File: src/design/stok_pkg.sv
`timescale 1ns / 1ps
`default_nettype none

package stok_pkg;

  // scanner modes
  typedef enum logic [2:0] {
    MODE_IDLE,
    MODE_NAME,
    MODE_NUMBER,
    MODE_STRING,
    MODE_DEAD
  } mode_t;

  // token kinds
  localparam logic [4:0] KIND_END     = 5'd0;
  localparam logic [4:0] KIND_STRING  = 5'd1;
  localparam logic [4:0] KIND_NAME    = 5'd2;
  localparam logic [4:0] KIND_NUMBER  = 5'd3;
  localparam logic [4:0] KIND_KEY0    = 5'd4;
  localparam logic [4:0] KIND_SINGLE0 = 5'd10;
  localparam logic [4:0] KIND_ERROR   = 5'd24;

  // keywords, first byte in the low byte
  localparam int KW_NUM = 6;
  localparam logic [63:0] KW_TEXT [KW_NUM] = '{
    64'h0000_0000_0074_656C,  // let
    64'h0000_0074_736E_6F63,  // const
    64'h0000_0000_006E_7566,  // fun
    64'h0000_0000_0072_6F66,  // for
    64'h0000_0065_6C69_6877,  // while
    64'h0000_6E72_7574_6572   // return
  };
  localparam logic [3:0] KW_LEN [KW_NUM] = '{4'd3, 4'd5, 4'd3, 4'd3, 4'd5, 4'd6};

  typedef struct packed {
    logic [4:0]  kind;
    logic [15:0] start;
    logic [15:0] length;
  } token_t;

  // all tokens caused by one input word
  typedef struct packed {
    logic [1:0]       cnt;
    token_t [2:0]     tok;
  } bundle_t;

  typedef struct packed {
    logic    push;
    bundle_t data;
  } q_push_t;

  typedef struct packed {
    logic    valid;
    bundle_t data;
  } q_head_t;

  function automatic logic is_letter(input logic [7:0] c);
    return (c >= "a" && c <= "z") || (c >= "A" && c <= "Z");
  endfunction

  function automatic logic is_digit(input logic [7:0] c);
    return c >= "0" && c <= "9";
  endfunction

  function automatic logic is_ident_start(input logic [7:0] c);
    return is_letter(c) || c == "_";
  endfunction

  function automatic logic is_ident_part(input logic [7:0] c);
    return is_ident_start(c) || is_digit(c);
  endfunction

  function automatic logic is_line_end(input logic [7:0] c);
    return c == 8'h0A || c == 8'h0D;
  endfunction

  function automatic logic is_space(input logic [7:0] c);
    return c == 8'h20 || c == 8'h09 || c == 8'h0B || c == 8'h0C;
  endfunction

  // kind of a single-char token, KIND_ERROR when the byte is none of them
  function automatic logic [4:0] single_kind(input logic [7:0] c);
    logic [4:0] k;
    case (c)
      8'h2B:   k = KIND_SINGLE0 + 5'd0;   // +
      8'h2D:   k = KIND_SINGLE0 + 5'd1;   // -
      8'h2F:   k = KIND_SINGLE0 + 5'd2;   // /
      8'h2A:   k = KIND_SINGLE0 + 5'd3;   // *
      8'h3B:   k = KIND_SINGLE0 + 5'd4;   // ;
      8'h3D:   k = KIND_SINGLE0 + 5'd5;   // =
      8'h28:   k = KIND_SINGLE0 + 5'd6;   // (
      8'h29:   k = KIND_SINGLE0 + 5'd7;   // )
      8'h5B:   k = KIND_SINGLE0 + 5'd8;   // [
      8'h5D:   k = KIND_SINGLE0 + 5'd9;   // ]
      8'h3E:   k = KIND_SINGLE0 + 5'd10;  // >
      8'h3C:   k = KIND_SINGLE0 + 5'd11;  // <
      8'h7B:   k = KIND_SINGLE0 + 5'd12;  // {
      8'h7D:   k = KIND_SINGLE0 + 5'd13;  // }
      default: k = KIND_ERROR;
    endcase
    return k;
  endfunction

endpackage

`default_nettype wire

File: src/design/source_tokenizer.sv
`timescale 1ns / 1ps
`default_nettype none

// Channel   Direction  Ports
// in        input      in_valid, in_ready, in_char_code, in_is_final
// out       output     out_valid, out_ready, out_token_kind, out_token_start,
//                      out_token_length, out_run_last
//
// The scanner takes one byte per cycle; the tokens a byte causes (zero to three)
// go into a two-bundle queue and leave one per cycle while out_ready is high, so each
// token takes its own output transfer and the output port sets the sustained rate.
// Bytes that cause no token are not queued. Input stalls only when the queue is full.
// Synchronous reset clears scanner state, queue and serializer.
module source_tokenizer #(
  parameter int OFFSET_BITS   = 16,
  parameter int KEYWORD_CHARS = 6
) (
  input  wire logic        clk,
  input  wire logic        rst_n,
  input  wire logic        in_valid,
  output logic             in_ready,
  input  wire logic [7:0]  in_char_code,
  input  wire logic        in_is_final,
  output logic             out_valid,
  input  wire logic        out_ready,
  output logic [4:0]       out_token_kind,
  output logic [15:0]      out_token_start,
  output logic [15:0]      out_token_length,
  output logic             out_run_last
);
  import stok_pkg::*;

  q_push_t q_push;
  q_head_t q_head;
  logic    full;
  logic    pop;

  assign in_ready = !full;

  stok_front #(
    .OFFSET_BITS  (OFFSET_BITS),
    .KEYWORD_CHARS(KEYWORD_CHARS)
  ) u_front (
    .clk      (clk),
    .rst_n    (rst_n),
    .accept   (in_valid && in_ready),
    .char_code(in_char_code),
    .is_final (in_is_final),
    .q_push   (q_push)
  );

  stok_queue u_queue (
    .clk   (clk),
    .rst_n (rst_n),
    .q_push(q_push),
    .pop   (pop),
    .q_head(q_head),
    .full  (full)
  );

  stok_back u_back (
    .clk             (clk),
    .rst_n           (rst_n),
    .q_head          (q_head),
    .pop             (pop),
    .out_valid       (out_valid),
    .out_ready       (out_ready),
    .out_token_kind  (out_token_kind),
    .out_token_start (out_token_start),
    .out_token_length(out_token_length),
    .out_run_last    (out_run_last)
  );

endmodule

`default_nettype wire

File: src/design/stok_front.sv
`timescale 1ns / 1ps
`default_nettype none

module stok_front #(
  parameter int OFFSET_BITS   = 16,
  parameter int KEYWORD_CHARS = 6
) (
  input  wire logic             clk,
  input  wire logic             rst_n,
  input  wire logic             accept,
  input  wire logic [7:0]       char_code,
  input  wire logic             is_final,
  output stok_pkg::q_push_t     q_push
);
  import stok_pkg::*;

  localparam int WW = 8 * KEYWORD_CHARS;
  localparam int EW = (OFFSET_BITS > 16) ? OFFSET_BITS : 16;
  localparam logic [OFFSET_BITS-1:0] OFS_MAX = {OFFSET_BITS{1'b1}};

  mode_t                  mode_r, mode_nxt, mode_mid;
  logic [OFFSET_BITS-1:0] pos_r, pos_nxt, pos_inc;
  logic [OFFSET_BITS-1:0] begin_r, begin_nxt, begin_mid;
  logic [15:0]            count_r, count_nxt, count_mid;
  logic [WW-1:0]          window_r, window_nxt, window_mid;
  logic                   a_flush, a_err, b_scan;
  token_t [3:0]           slot;
  logic [3:0]             slot_v;
  bundle_t                bundle;

  function automatic logic [15:0] sat16(input logic [OFFSET_BITS-1:0] v);
    logic [EW-1:0] w;
    w = EW'(v);
    return (w > EW'(16'hFFFF)) ? 16'hFFFF : w[15:0];
  endfunction

  function automatic logic [15:0] count_add(input logic [15:0] cnt);
    return (cnt == 16'hFFFF) ? cnt : cnt + 16'd1;
  endfunction

  function automatic logic [WW-1:0] window_add(input logic [15:0] cnt,
                                               input logic [WW-1:0] win,
                                               input logic [7:0] c);
    logic [WW-1:0] w;
    w = win;
    for (int i = 0; i < KEYWORD_CHARS; i++) begin
      if (cnt == 16'(i)) w[8*i +: 8] = c;
    end
    return w;
  endfunction

  function automatic logic [4:0] pend_kind(input mode_t m, input logic [15:0] cnt,
                                           input logic [WW-1:0] win);
    logic [4:0] k;
    k = KIND_NAME;
    case (m)
      MODE_NAME: begin
        for (int i = 0; i < KW_NUM; i++) begin
          if (cnt == 16'(KW_LEN[i]) && win == KW_TEXT[i][WW-1:0]) k = 5'(KIND_KEY0 + i);
        end
      end
      MODE_NUMBER: k = KIND_NUMBER;
      MODE_STRING: k = KIND_STRING;
      default:     k = KIND_NAME;
    endcase
    return k;
  endfunction

  // next state: pending token first, then fresh scan, then end of text
  always_comb begin
    pos_inc    = (pos_r == OFS_MAX) ? pos_r : pos_r + OFFSET_BITS'(1);
    mode_mid   = mode_r;
    begin_mid  = begin_r;
    count_mid  = count_r;
    window_mid = window_r;
    a_flush    = 1'b0;
    a_err      = 1'b0;
    b_scan     = 1'b0;
    case (mode_r)
      MODE_NAME, MODE_NUMBER: begin
        if ((mode_r == MODE_NAME) ? is_ident_part(char_code) : is_digit(char_code)) begin
          count_mid  = count_add(count_r);
          window_mid = window_add(count_r, window_r, char_code);
        end else begin
          a_flush = 1'b1;
          b_scan  = 1'b1;
        end
      end
      MODE_STRING: begin
        if (char_code == 8'h22) begin
          a_flush  = 1'b1;
          mode_mid = MODE_IDLE;
        end else if (is_line_end(char_code)) begin
          a_err    = 1'b1;
          mode_mid = MODE_DEAD;
        end else begin
          count_mid  = count_add(count_r);
          window_mid = window_add(count_r, window_r, char_code);
        end
      end
      MODE_IDLE: b_scan = 1'b1;
      default:   b_scan = 1'b0;
    endcase
    if (b_scan) begin
      mode_mid = MODE_IDLE;
      if (is_space(char_code) || is_line_end(char_code)) begin
        mode_mid = MODE_IDLE;
      end else if (char_code == 8'h22) begin
        begin_mid  = pos_inc;
        count_mid  = 16'd0;
        window_mid = '0;
        mode_mid   = MODE_STRING;
      end else if (is_ident_part(char_code)) begin
        begin_mid  = pos_r;
        count_mid  = 16'd1;
        window_mid = WW'(char_code);
        mode_mid   = is_digit(char_code) ? MODE_NUMBER : MODE_NAME;
      end else if (single_kind(char_code) == KIND_ERROR) begin
        mode_mid = MODE_DEAD;
      end
    end

    mode_nxt   = mode_mid;
    begin_nxt  = begin_mid;
    count_nxt  = count_mid;
    window_nxt = window_mid;
    pos_nxt    = (mode_r == MODE_DEAD) ? pos_r : pos_inc;
    if (is_final && mode_mid != MODE_DEAD) begin
      mode_nxt   = MODE_IDLE;
      begin_nxt  = '0;
      count_nxt  = 16'd0;
      window_nxt = '0;
      pos_nxt    = '0;
    end
  end

  // tokens of this word in order, then packed into a bundle
  always_comb begin
    logic [1:0] n;
    slot   = '0;
    slot_v = '0;
    if (a_flush) begin
      slot_v[0] = 1'b1;
      slot[0]   = '{kind: pend_kind(mode_r, count_r, window_r),
                    start: sat16(begin_r), length: count_r};
    end else if (a_err) begin
      slot_v[0] = 1'b1;
      slot[0]   = '{kind: KIND_ERROR, start: sat16(pos_r), length: 16'd1};
    end
    if (b_scan && !is_space(char_code) && !is_line_end(char_code)
        && char_code != 8'h22 && !is_ident_part(char_code)) begin
      slot_v[1] = 1'b1;
      slot[1]   = '{kind: single_kind(char_code), start: sat16(pos_r), length: 16'd1};
    end
    if (is_final && mode_mid != MODE_DEAD) begin
      if (mode_mid == MODE_NAME || mode_mid == MODE_NUMBER || mode_mid == MODE_STRING) begin
        slot_v[2] = 1'b1;
        slot[2]   = '{kind: pend_kind(mode_mid, count_mid, window_mid),
                      start: sat16(begin_mid), length: count_mid};
      end
      slot_v[3] = 1'b1;
      slot[3]   = '{kind: KIND_END, start: sat16(pos_inc), length: 16'd0};
    end
    n      = 2'd0;
    bundle = '0;
    for (int i = 0; i < 4; i++) begin
      if (slot_v[i] && n != 2'd3) begin
        bundle.tok[n] = slot[i];
        n             = n + 2'd1;
      end
    end
    bundle.cnt = n;
  end

  assign q_push.push = accept && (bundle.cnt != 2'd0);
  assign q_push.data = bundle;

  // scanner state
  always_ff @(posedge clk) begin
    if (!rst_n) begin
      mode_r   <= MODE_IDLE;
      pos_r    <= '0;
      begin_r  <= '0;
      count_r  <= 16'd0;
      window_r <= '0;
    end else if (accept) begin
      mode_r   <= mode_nxt;
      pos_r    <= pos_nxt;
      begin_r  <= begin_nxt;
      count_r  <= count_nxt;
      window_r <= window_nxt;
    end
  end

endmodule

`default_nettype wire

File: src/design/stok_queue.sv
`timescale 1ns / 1ps
`default_nettype none

module stok_queue (
  input  wire logic          clk,
  input  wire logic          rst_n,
  input  wire stok_pkg::q_push_t q_push,
  input  wire logic          pop,
  output stok_pkg::q_head_t  q_head,
  output logic               full
);
  import stok_pkg::*;

  bundle_t    mem_r [2];
  logic       wr_r, rd_r;
  logic [1:0] cnt_r, cnt_nxt;

  assign full         = (cnt_r == 2'd2);
  assign q_head.valid = (cnt_r != 2'd0);
  assign q_head.data  = mem_r[rd_r];

  // hold count across simultaneous push and pop
  always_comb begin
    cnt_nxt = cnt_r;
    if (q_push.push && !pop) cnt_nxt = cnt_r + 2'd1;
    else if (!q_push.push && pop) cnt_nxt = cnt_r - 2'd1;
  end

  always_ff @(posedge clk) begin
    if (!rst_n) begin
      wr_r  <= 1'b0;
      rd_r  <= 1'b0;
      cnt_r <= 2'd0;
    end else begin
      if (q_push.push) wr_r <= ~wr_r;
      if (pop) rd_r <= ~rd_r;
      cnt_r <= cnt_nxt;
    end
  end

  // store bundles
  always_ff @(posedge clk) begin
    if (q_push.push) mem_r[wr_r] <= q_push.data;
  end

endmodule

`default_nettype wire

File: src/design/stok_back.sv
`timescale 1ns / 1ps
`default_nettype none

module stok_back (
  input  wire logic          clk,
  input  wire logic          rst_n,
  input  wire stok_pkg::q_head_t q_head,
  output logic               pop,
  output logic               out_valid,
  input  wire logic          out_ready,
  output logic [4:0]         out_token_kind,
  output logic [15:0]        out_token_start,
  output logic [15:0]        out_token_length,
  output logic               out_run_last
);
  import stok_pkg::*;

  logic [1:0] idx_r, idx_nxt;
  token_t     cur;
  logic       take;

  assign cur              = q_head.data.tok[idx_r];
  assign out_valid        = q_head.valid;
  assign out_token_kind   = cur.kind;
  assign out_token_start  = cur.start;
  assign out_token_length = cur.length;
  assign out_run_last     = (idx_r == q_head.data.cnt - 2'd1);
  assign take             = out_valid && out_ready;
  assign pop              = take && out_run_last;

  // advance through the bundle, drop it after its last token
  always_comb begin
    idx_nxt = idx_r;
    if (pop) idx_nxt = 2'd0;
    else if (take) idx_nxt = idx_r + 2'd1;
  end

  always_ff @(posedge clk) begin
    if (!rst_n) idx_r <= 2'd0;
    else        idx_r <= idx_nxt;
  end

endmodule

`default_nettype wire
File: config.mk
export PLATFORM = sky130hd
export DESIGN_NAME = source_tokenizer
export DESIGN_NICKNAME = d
export VERILOG_FILES = /design/src/design/stok_pkg.sv /design/src/design/source_tokenizer.sv /design/src/design/stok_front.sv /design/src/design/stok_queue.sv /design/src/design/stok_back.sv
export SDC_FILE = /design/constraint.sdc
export NUM_CORES = 1
export LEC_CHECK = 0
export BUFFER_PORTS_ARGS = -buffer_cell sky130_fd_sc_hd__buf_2
export CAP_MARGIN = 10
export CORE_ASPECT_RATIO = 0.75
export CORE_MARGIN = 8
export CORE_UTILIZATION = 45
export DETAILED_ROUTE_END_ITERATION = 7
export PLACE_DENSITY = 0.59
export SLEW_MARGIN = 30
export SYNTH_ARGS = -nofsm -noshare
export SYNTH_HDL_FRONTEND = slang
export SYNTH_SLANG_ARGS = --single-unit
File: constraint.sdc
create_clock -name clk -period 14.5 [get_ports clk]
set_input_delay 2.175 -clock clk [delete_from_list [all_inputs] [get_ports clk]]
set_output_delay 2.175 -clock clk [all_outputs]
set_load 0.02 [all_outputs]
==> results of run 1 <==
-- where the power goes --
group / total [mW] / internal (mW) / switching (mW)
Clock: 1.01 / 0.617 / 0.395
Sequential: 1.20 / 1.16 / 0.0436
Combinational: 0.795 / 0.260 / 0.535
Total: 3.01 / 2.04 / 0.973
-- worst register-to-register path, delay by kind of cell, from the launching register on --
| kind | cells | cell delay (ps) |
|---|---|---|
| AO/OA/AOI/OAI | 6 | 2820 |
| adder cells (fa/ha/maj) | 1 | 200 |
| buffers and inverters | 3 | 1680 |
| flip-flops | 1 | 720 |
| AND/OR/NAND/NOR | 6 | 2010 |
-- metrics by stage --
| step | cells | setup slack, ps | instance area [sq um] |
|---|---|---|---|
| detailed placement | 2391 | 4920 | 19500 |
| CTS | 2457 | 5470 | 20700 |
| floorplan | 1896 | 3040 | 18800 |
| finish | 2458 | 5360 | 20800 |
| global route | 2458 | 4920 | 20800 |
| global placement | 2390 | 5340 | 19400 |
-- state kept, by name (all words and copies together), names as in the netlist, named ones only --
signal	flops
u_front.mode_r	3
u_queue.mem_r	224
u_queue.cnt_r	2
u_queue.rd_r	1
u_front.pos_r	16
u_back.idx_r	2
u_front.count_r	16
u_front.window_r	48
u_front.begin_r	16
u_queue.wr_r	1
-- worst min-delay path by stage --
stage                                      start                                end  slack [ps]  cells after the start
3_5_place_dp   u_front.window_r[15]$_SDFFE_PN0P_  u_front.window_r[15]$_SDFFE_PN0P_         460                      2
3_3_place_gp   u_front.window_r[15]$_SDFFE_PN0P_  u_front.window_r[15]$_SDFFE_PN0P_         450                      2
5_1_grt        u_front.window_r[15]$_SDFFE_PN0P_  u_front.window_r[15]$_SDFFE_PN0P_         470                      2
4_1_cts        u_front.window_r[15]$_SDFFE_PN0P_  u_front.window_r[15]$_SDFFE_PN0P_         460                      2
6_report       u_front.window_r[15]$_SDFFE_PN0P_  u_front.window_r[15]$_SDFFE_PN0P_         460                      2
2_1_floorplan  u_front.window_r[15]$_SDFFE_PN0P_  u_front.window_r[15]$_SDFFE_PN0P_         440                      2
-- logic make-up after synthesis --
group                      Yosys count
xor gates and xnor gates            22
DFF                                330
buffers and inverters              235
and+or+nand+nor                    695
muxes                               96
AOI/OAI and AO/OA                  505
adders and majority gates           13
-- final cells by class --
type                    instances  area [sq um]  share of cell area [%]
repair buffers                 87           531                    2.55
clock inverters                21           339                    1.63
diodes                          1          2.50                  0.0121
flip-flops and latches        330          8850                    42.6
multi-input cells            1331          9090                    43.8
clock buffers                  45           955                    4.60
well taps                     569           712                    3.43
inverters                      74           278                    1.34
-- layout by cell type (no fill, tap or decap), types with 37 or more instances in the layout --
cell type  Yosys  final
o22ai_1       73     73
nor3_1        71     71
mux4_2        37     37
nor2b_1       79     78
dfxtp_1      106    103
nand2_1      138    136
mux2i_1       53     53
inv_1         71     71
nand3_1       64     63
nor2_1       131    129
edfxtp_1     224    224
a21oi_1      103    102
nand4_1       40     40
buf_2         14     52
o21ai_0       67     67
-- per-layer routing --
metal  track usage [%]  vias up  share of wire, %
met5                 0        -                 0
met4              5.47        0               1.6
met3              5.08       77                10
met2              35.8      861                41
met1              38.6     7962                47
li1                  -     7201                 -
==> run_results.csv, run 1 <==
group,metric,value,unit
routing,vias,16100,
run,drv_cap,0,
critical_path,crit_fanout,57,
critical_path,worstPathArrival,9310,ps
critical_path,startpoint,"in_char_code[0]",
floorplanning,die_x,252,um
power_and_ir_drop,power_density,145,nW/um^2
synth,synth_cells,1896,
critical_path,cp-end-kind,"register",
power_and_ir_drop,ir_drop,0.147,mV
critical_path,timing.rr.end,"u_queue.mem_r[0][10]$_DFFE_PP_",
routing,drcViolationCount,0,
grt,grt_max_degree,107,
timing,rsz0062_at_grt,"no",
critical_path,crit_end,"u_queue.mem_r[0][10]$_DFFE_PP_",
critical_path,worst-path-buf-inv,4,
routing,dr.pass1.iters,6,
clock_tree,clock_path_buffers,3,
synth,synth.distinct_cells,98,
clock_tree,cts_buffers,36,
floorplanning,die_h,193,um
timing,max_freq,109,MHz
timing,skew,35.2,ps
clock_tree,clock_latency,550,ps
critical_path,crit_type,"primary input to register",
critical_path,r2r-start,"u_front.mode_r[0]$_SDFFE_PN0P_",
grt,antenna_found_initial,2,
final_layout,nNetsFinal,1886,
synth,synth_area,18800,sq um
grt,grt_remaining_overflow,0,
critical_path,cp_top_family,"compound AO/OA/AOI/OAI gates",
synth,avgSynthCellArea,9.92,sq um
synth,yosysMostFrequentCell,"edfxtp_1",
timing,fin_crit_sh,63.1,%
clock_tree,cts_hold_buf,0,
synth,async_reset_ff_share,0,%
grt,grt_pass1_wl,95000,um
synth,seq_area_frac_synth,47.0,%
timing,tightestPinTransition,1160,ps
routing,wire_per_inst,25.3,um
synth,synth-adder-area-share,0.864,%
synth,muxShareOfSynthArea,7.61,%
synth,synth_top_family_by_area,"simple AND/OR/NAND/NOR gates",
placed_design,gp_congestion,0.947,
final_layout,fillers,3856,
synth,synth.area.top_cells,"edfxtp_1, dfxtp_1, mux4_2, mux2i_1, nand2_1",
placed_design,port_buffers,52,
placed_design,dp_hpwl,41500,um
synth,post-synth-top-area-cell,"edfxtp_1",
synth,synth_edf_count,224,
run_status,status,"complete, no violations",
floorplanning,initial_utilization,45.2,%
clock_tree,cts_max_level,2,
clock_tree,cts_setup_buffers,0,
min_path,hold_class,"register to register",
timing,slew_violations,0,
timing,tns,0,ps
critical_path,critical_path_cell_count,17,
timing,worst_hold_slack,455,ps
synth,synth-xor-area-share,1.02,%
clock_tree,post_cts_resized,0,
synth,synth_warnings,0,
timing,fin_crit,9140,ps
critical_path,path_cells,"buf_2 -> nor2_1 -> a211oi_4 -> a21bo_2 -> nand2_1 -> o22ai_1 -> o211a_1 -> and3b_1 -> buf_4 -> nor2_1 -> ha_1 -> nor2_1 -> a211oi_1 -> a211oi_1 -> nor2b_4 -> buf_4 -> buf_4",
synth,synth-compound-area-share,18.5,%
floorplanning,die_area,48700,sq um
timing,setup_viol,0,
critical_path,r2r_cells,16,
clock_tree,clk_pin_slew,60,ps
timing,finalHoldViolCount,0,
grt,grt_pass1_vias,15000,
routing,antenna_left,0,
final_layout,drive_gt1_share,12.8,%
routing,totalWireLength,62200,um
grt,grt.total_usage,25.1,%
power_and_ir_drop,total_leakage_power,6.51,nW
final_layout,area_growth,10.4,%
clock_tree,cts_tree,"done",
final_layout,utilization,49.9,%
timing,slew-limit-headroom,21.9,%
critical_path,reg2reg_slack,6640,ps
synth,ys_ff_latch,330,
power_and_ir_drop,total_power,3.01,mW
clock_tree,cts_root_buf,"clkbuf_16",
routing,via_per_inst,6.55,
synth,synth_common_cells,"edfxtp_1, nand2_1, nor2_1",
critical_path,slowest_delay,750,ps
critical_path,crit_path_top_delay_cell,"buf_4",
floorplanning,num_io_pins,53,
floorplanning,fp.coreArea,41600,sq um
synth,synth.net_count,1922,
critical_path,start_kind,"primary input",
synth,yosys.area_share.simple,20.0,%
clock_tree,clock-sinks,330,
synth,synth_ff_type,"edfxtp_1",
floorplanning,placementRows,65,
critical_path,crit_required,14670,ps
routing,drtIter0Drc,2018,
synth,synth_top_area_share,35.7,%
No activity file was read; power rests on OpenSTA's default activity.
==> run 2, diff against run 1 <==
- PLACE_DENSITY: 0.59 -> 0.61
- clock period: 14.5 -> 7.6 ns (I/O delays scaled with it)
==> run 2 against run 1 <==
Compared with the run above: critical path type unchanged; first-iteration DRC count increased by 7.4%; total power grew 84%; sequential share of layout area up 0.067 points; design area fell by 0.16%; critical endpoint is now u_queue.mem_r[1][112]$_DFFE_PP_; hold slack improved by 4.4 ps; combinational power increased by 92%; routed wire length shrank 1.1%; largest power group unchanged.
==> run_results.csv, run 2 (synthesis gave the netlist of run 1 again) <==
group,metric,value,unit
run_status,status,"complete, no violations",
grt,grt_pass1_vias,15300,
final_layout,mostFrequentLayoutCells,"edfxtp_1, nand2_1, nor2_1",
placed_design,port_buffers,52,
clock_tree,cts_max_level,2,
clock_tree,clk_pin_slew,60,ps
floorplanning,die_x,252,um
critical_path,crit_fanout,42,
routing,m1WireLength,28300,um
timing,max_freq,150,MHz
clock_tree,clock_path_buffers,3,
min_path,hp-start,"u_front.window_r[14]$_SDFFE_PN0P_",
placed_design,place_area,19600,sq um
min_path,holdPathEnd,"u_front.window_r[14]$_SDFFE_PN0P_",
timing,slew_violations,0,
power_and_ir_drop,total_leakage_power,6.50,nW
grt,antenna_found_initial,2,
clock_tree,cts_root_buf,"clkbuf_16",
min_path,whs_path_depth,2,
routing,via_per_inst,6.49,
final_layout,reg_top3,"u_queue.mem_r: 224 flops, u_front.window_r: 48 flops",
routing,wire_per_inst,24.9,um
critical_path,start_kind,"primary input",
grt,grt_pass1_wl,93900,um
timing,tns,0,ps
timing,setup_viol,0,
floorplanning,die_h,193,um
routing,vias,16000,
critical_path,crit_type,"primary input to register",
floorplanning,num_io_pins,53,
grt,grt_remaining_overflow,0,
power_and_ir_drop,ir_drop,0.258,mV
final_layout,area_growth,10.2,%
timing,slew-limit-headroom,28.5,%
placed_design,dp_hpwl,41400,um
timing,finalHoldViolCount,0,
floorplanning,fp.coreArea,41600,sq um
final_layout,fillers,3820,
timing,skew,15.5,ps
final_layout,nNetsFinal,1898,
timing,rsz0062_at_grt,"no",
routing,dr_wl_met3,6440,um
final_layout,layout.cells.non_filler,2468,
grt,grt_max_degree,107,
final_layout,drive_gt1_share,12.8,%
placed_design,gp_congestion,0.986,
floorplanning,die_area,48700,sq um
critical_path,r2r_cells,14,
routing,totalWireLength,61500,um
power_and_ir_drop,power_density,267,nW/um^2
placed_design,place_inst,2403,
clock_tree,post_cts_resized,0,
timing,tightestPinTransition,1070,ps
clock_tree,cts_setup_buffers,0,
final_layout,regMostFlops,"u_queue.mem_r",
critical_path,r2r-start,"u_front.mode_r[1]$_SDFFE_PN0P_",
critical_path,crit_required,7820,ps
floorplanning,initial_utilization,45.2,%
critical_path,reg2reg_slack,1380,ps
routing,drtIter0Drc,2167,
critical_path,timing.rr.end,"u_queue.mem_r[1][112]$_DFFE_PP_",
clock_tree,cts_buffers,35,
clock_tree,cts_tree,"done",
routing,routed-wl-met2,25100,um
routing,antenna_left,0,
min_path,hold_class,"register to register",
final_layout,largest_register_ffs,224,
clock_tree,clock_latency,540,ps
grt,grt.total_usage,24.8,%
timing,fin_crit,6650,ps
run,drv_cap,0,
clock_tree,cts_hold_buf,0,
floorplanning,placementRows,65,
final_layout,design_area,20700,sq um
final_layout,layout_commonest_cell,"edfxtp_1",
critical_path,worstPathArrival,6870,ps
routing,drcViolationCount,0,
clock_tree,clock-sinks,330,
routing,dr.pass1.iters,5,
routing,dr.max_layer_used,"met5",
critical_path,cp-end-kind,"register",
power_and_ir_drop,total_power,5.53,mW
timing,fin_crit_sh,87.5,%
final_layout,utilization,49.8,%
==> run 2: final cells by class <==
| type | count | area [sq um] | area share (%) |
|---|---|---|---|
| antenna | 1 | 2.50 | 0.0121 |
| clock buffer | 51 | 987 | 4.76 |
| clock inverter | 12 | 145 | 0.700 |
| inverter | 74 | 278 | 1.34 |
| multi-input combinational | 1331 | 9070 | 43.8 |
| sequential | 330 | 8850 | 42.7 |
| tap | 569 | 712 | 3.43 |
| timing repair buffer | 100 | 683 | 3.29 |
==> run 2: worst max path at each step <==
stage | startpoint | endpoint | cells after the start
final | in_char_code[3] | u_queue.mem_r[1][112]$_DFFE_PP_ | 15
after global routing | in_char_code[3] | u_queue.mem_r[1][27]$_DFFE_PP_ | 17
after CTS | in_char_code[3] | u_queue.mem_r[1][27]$_DFFE_PP_ | 15
after detailed placement | in_char_code[3] | u_queue.mem_r[1][24]$_DFFE_PP_ | 15
after global placement | in_char_code[4] | u_queue.mem_r[1][63]$_DFFE_PP_ | 15
after floorplan | in_char_code[0] | u_queue.mem_r[0][0]$_DFFE_PP_ | 19
==> run 2: routing by layer <==
| metal | vias to the layer above | track usage (%) |
|---|---|---|
| met5 | - | 1.43 |
| met4 | 4 | 6.75 |
| met3 | 125 | 5.96 |
| met2 | 819 | 34.8 |
| met1 | 7864 | 37.4 |
| li1 | 7217 | - |
==> run 2: stage by stage <==
step	setup WS [ps]	hold slack (ps)
final	950	460
after detailed placement	534	463
after CTS	1100	470
after global routing	374	495
after floorplan	568	436
after global placement	750	456
==> run 2: where the power goes <==
group / switching [mW] / internal [mW]
Clock: 0.720 / 0.983
Sequential: 0.0932 / 2.21
Combinational: 1.01 / 0.518
==> run 2: worst max-delay path: stages <==
cell,delay [ps]
buf_2,490
nor3b_1,480
a32o_1,410
nand2_1,240
nand2_1,360
o22ai_1,300
o211a_1,460
o21ai_0,450
inv_1,130
ha_1,230
nor2_1,440
a211oi_1,90
a211oi_1,630
and2_4,610
buf_12,320
==> run 3, diff against run 2 <==
- REMOVE_ABC_BUFFERS: not set -> 1
==> run 3 against run 2 <==
Compared with the run above: fmax rose by 6.4%; global-route usage rose by 0.13 points; first-iteration DRC count decreased by 8.3%; combinational power about the same; non-clock buffer count up 11; hold slack better by 15 ps; count of clock-buffer cells in the layout fell by 7; clock skew is 6.5 ps higher; largest cell class unchanged; largest power group unchanged.
==> run_results.csv, run 3 (synthesis gave the netlist of run 1 again) <==
group,metric,value,unit
routing,drcViolationCount,0,
run_status,status,"complete, no violations",
critical_path,r2r_cells,16,
power_and_ir_drop,p_seq_share,41.3,%
floorplanning,die_x,252,um
timing,setup_slack,1350,ps
timing,slew_violations,0,
power_and_ir_drop,ir_drop,0.248,mV
power_and_ir_drop,combPwrFrac,27.3,%
critical_path,r2r-start,"u_front.mode_r[0]$_SDFFE_PN0P_",
critical_path,timing.rr.end,"u_queue.mem_r[0][84]$_DFFE_PP_",
clock_tree,clock_path_buffers,3,
power_and_ir_drop,total_power,5.60,mW
clock_tree,cts_setup_buffers,0,
routing,drtIter0Drc,1988,
critical_path,cp-end-kind,"register",
placed_design,gp_congestion,1.07,
timing,rsz0062_at_grt,"no",
routing,dr.pass1.iters,6,
critical_path,crit_end,"u_queue.mem_r[0][84]$_DFFE_PP_",
final_layout,layout.cells.non_filler,2481,
floorplanning,initial_utilization,45.2,%
floorplanning,num_io_pins,53,
run,drv_cap,0,
routing,vias,16100,
clock_tree,cts_buffers,36,
timing,fin_crit_sh,82.2,%
timing,setup_viol,0,
critical_path,crit_required,7820,ps
floorplanning,fp.coreArea,41600,sq um
grt,grt_remaining_overflow,0,
min_path,whs_path_depth,2,
floorplanning,die_h,193,um
grt,grt_pass1_wl,94700,um
final_layout,regMostFlops,"u_queue.mem_r",
final_layout,area_growth,10.9,%
critical_path,crit_fanout,40,
routing,via_per_inst,6.48,
grt,grt.total_usage,24.9,%
final_layout,drive_gt1_share,14.0,%
final_layout,antenna_cells,0,
critical_path,crit_type,"primary input to register",
routing,wire_per_inst,25.1,um
power_and_ir_drop,p_clk_share,31.3,%
clock_tree,post_cts_resized,0,
final_layout,mostFrequentLayoutCells,"edfxtp_1, nand2_1, nor2_1",
power_and_ir_drop,total_leakage_power,6.58,nW
power_and_ir_drop,p_sw_share,33.1,%
timing,tightestPinTransition,1030,ps
placed_design,dp_slack,908,ps
final_layout,reg_top3,"u_queue.mem_r: 224 flops, u_front.window_r: 48 flops",
timing,fin_crit,6250,ps
timing,slew-limit-headroom,30.7,%
clock_tree,clk_pin_slew,60,ps
floorplanning,placementRows,65,
power_and_ir_drop,power_density,268,nW/um^2
timing,finalHoldViolCount,0,
final_layout,nNetsFinal,1910,
clock_tree,cts_tree,"done",
routing,totalWireLength,62300,um
power_and_ir_drop,switching_power,1.85,mW
grt,grt_max_degree,107,
clock_tree,cts_root_buf,"clkbuf_16",
critical_path,start_kind,"primary input",
placed_design,port_buffers,52,
grt,grt_pass1_vias,15200,
timing,max_freq,160,MHz
routing,antenna_left,0,
min_path,hold_class,"register to register",
final_layout,largest_register_ffs,224,
clock_tree,cts_hold_buf,0,
grt,antenna_found_initial,1,
placed_design,dp_hpwl,42000,um
clock_tree,clock-sinks,330,
placed_design,place_inst,2415,
power_and_ir_drop,intPower,3.75,mW
critical_path,reg2reg_slack,1860,ps
timing,skew,22.0,ps
clock_tree,clock_latency,550,ps
final_layout,utilization,50.1,%
final_layout,layout_commonest_cell,"edfxtp_1",
critical_path,worstPathArrival,6470,ps
clock_tree,cts_max_level,2,
floorplanning,die_area,48700,sq um
critical_path,startpoint,"in_char_code[5]",
==> run 3: cell count changes in the layout (fill, tap and decap cells not counted), moves of 2 or more <==
cell	previous run	this run
nor2_1	131	129
nor2_2	0	2
buf_4	43	53
buf_6	0	2
clkinv_2	2	10
clkbuf_1	12	6
==> run 3: area by class of cell <==
cell class	count	area [sq um]
Fill cell	3854	20800
Multi-Input combinational cell	1331	9080
Sequential cell	330	8850
Clock buffer	44	951
Timing Repair Buffer	111	761
Tap cell	569	712
Inverter	74	278
Clock inverter	22	221
==> run 3: critical path, cell delays in order <==
cell	delay [ps]
buf_2	290
buf_4	280
nand4b_1	140
nand4b_1	370
a211oi_1	430
o211ai_1	330
o22ai_1	650
o211a_1	500
and3b_1	210
buf_4	250
nor2_1	120
ha_1	200
nor2_1	170
a211oi_1	80
a211oi_1	400
buf_4	220
nor2b_4	350
buf_12	280
==> run 3: worst min-delay path by stage <==
stage / start / to
after floorplan: u_front.window_r[15]$_SDFFE_PN0P_ / u_front.window_r[15]$_SDFFE_PN0P_
after global routing: u_front.window_r[14]$_SDFFE_PN0P_ / u_front.window_r[14]$_SDFFE_PN0P_
after CTS: u_front.window_r[15]$_SDFFE_PN0P_ / u_front.window_r[15]$_SDFFE_PN0P_
after detailed placement: u_front.window_r[15]$_SDFFE_PN0P_ / u_front.window_r[15]$_SDFFE_PN0P_
after global placement: u_front.window_r[14]$_SDFFE_PN0P_ / u_front.window_r[14]$_SDFFE_PN0P_
final: u_front.window_r[11]$_SDFFE_PN0P_ / u_front.window_r[11]$_SDFFE_PN0P_
==> run 3: power by group through the flow <==
stage	Sequential [mW]	Combinational [mW]	Clock, mW
detailed placement	2.36	1.52	0
CTS	2.32	1.53	1.79
finish	2.32	1.53	1.75
global route	2.34	1.65	1.85
global placement	2.34	1.51	0
floorplan	2.39	0.946	0
==> run 3: metrics by stage <==
stage               cell area, sq um  hold WS (ps)  TNS [ps]
floorplan                      18100           436   -526740
global placement               19700           453         0
detailed placement             19700           466         0
CTS                            20800           474         0
global route                   20900           499         0
finish                         20900           475         0
==> run 3: routing by layer <==
layer,wire [um],share of wire [%],track usage [%],up-vias
met5,12,0.019,0,-
met4,1290,2.1,6.29,2
met3,6300,10,5.63,107
met2,26000,42,36.2,871
met1,28700,46,37.2,7860
li1,-,-,-,7237
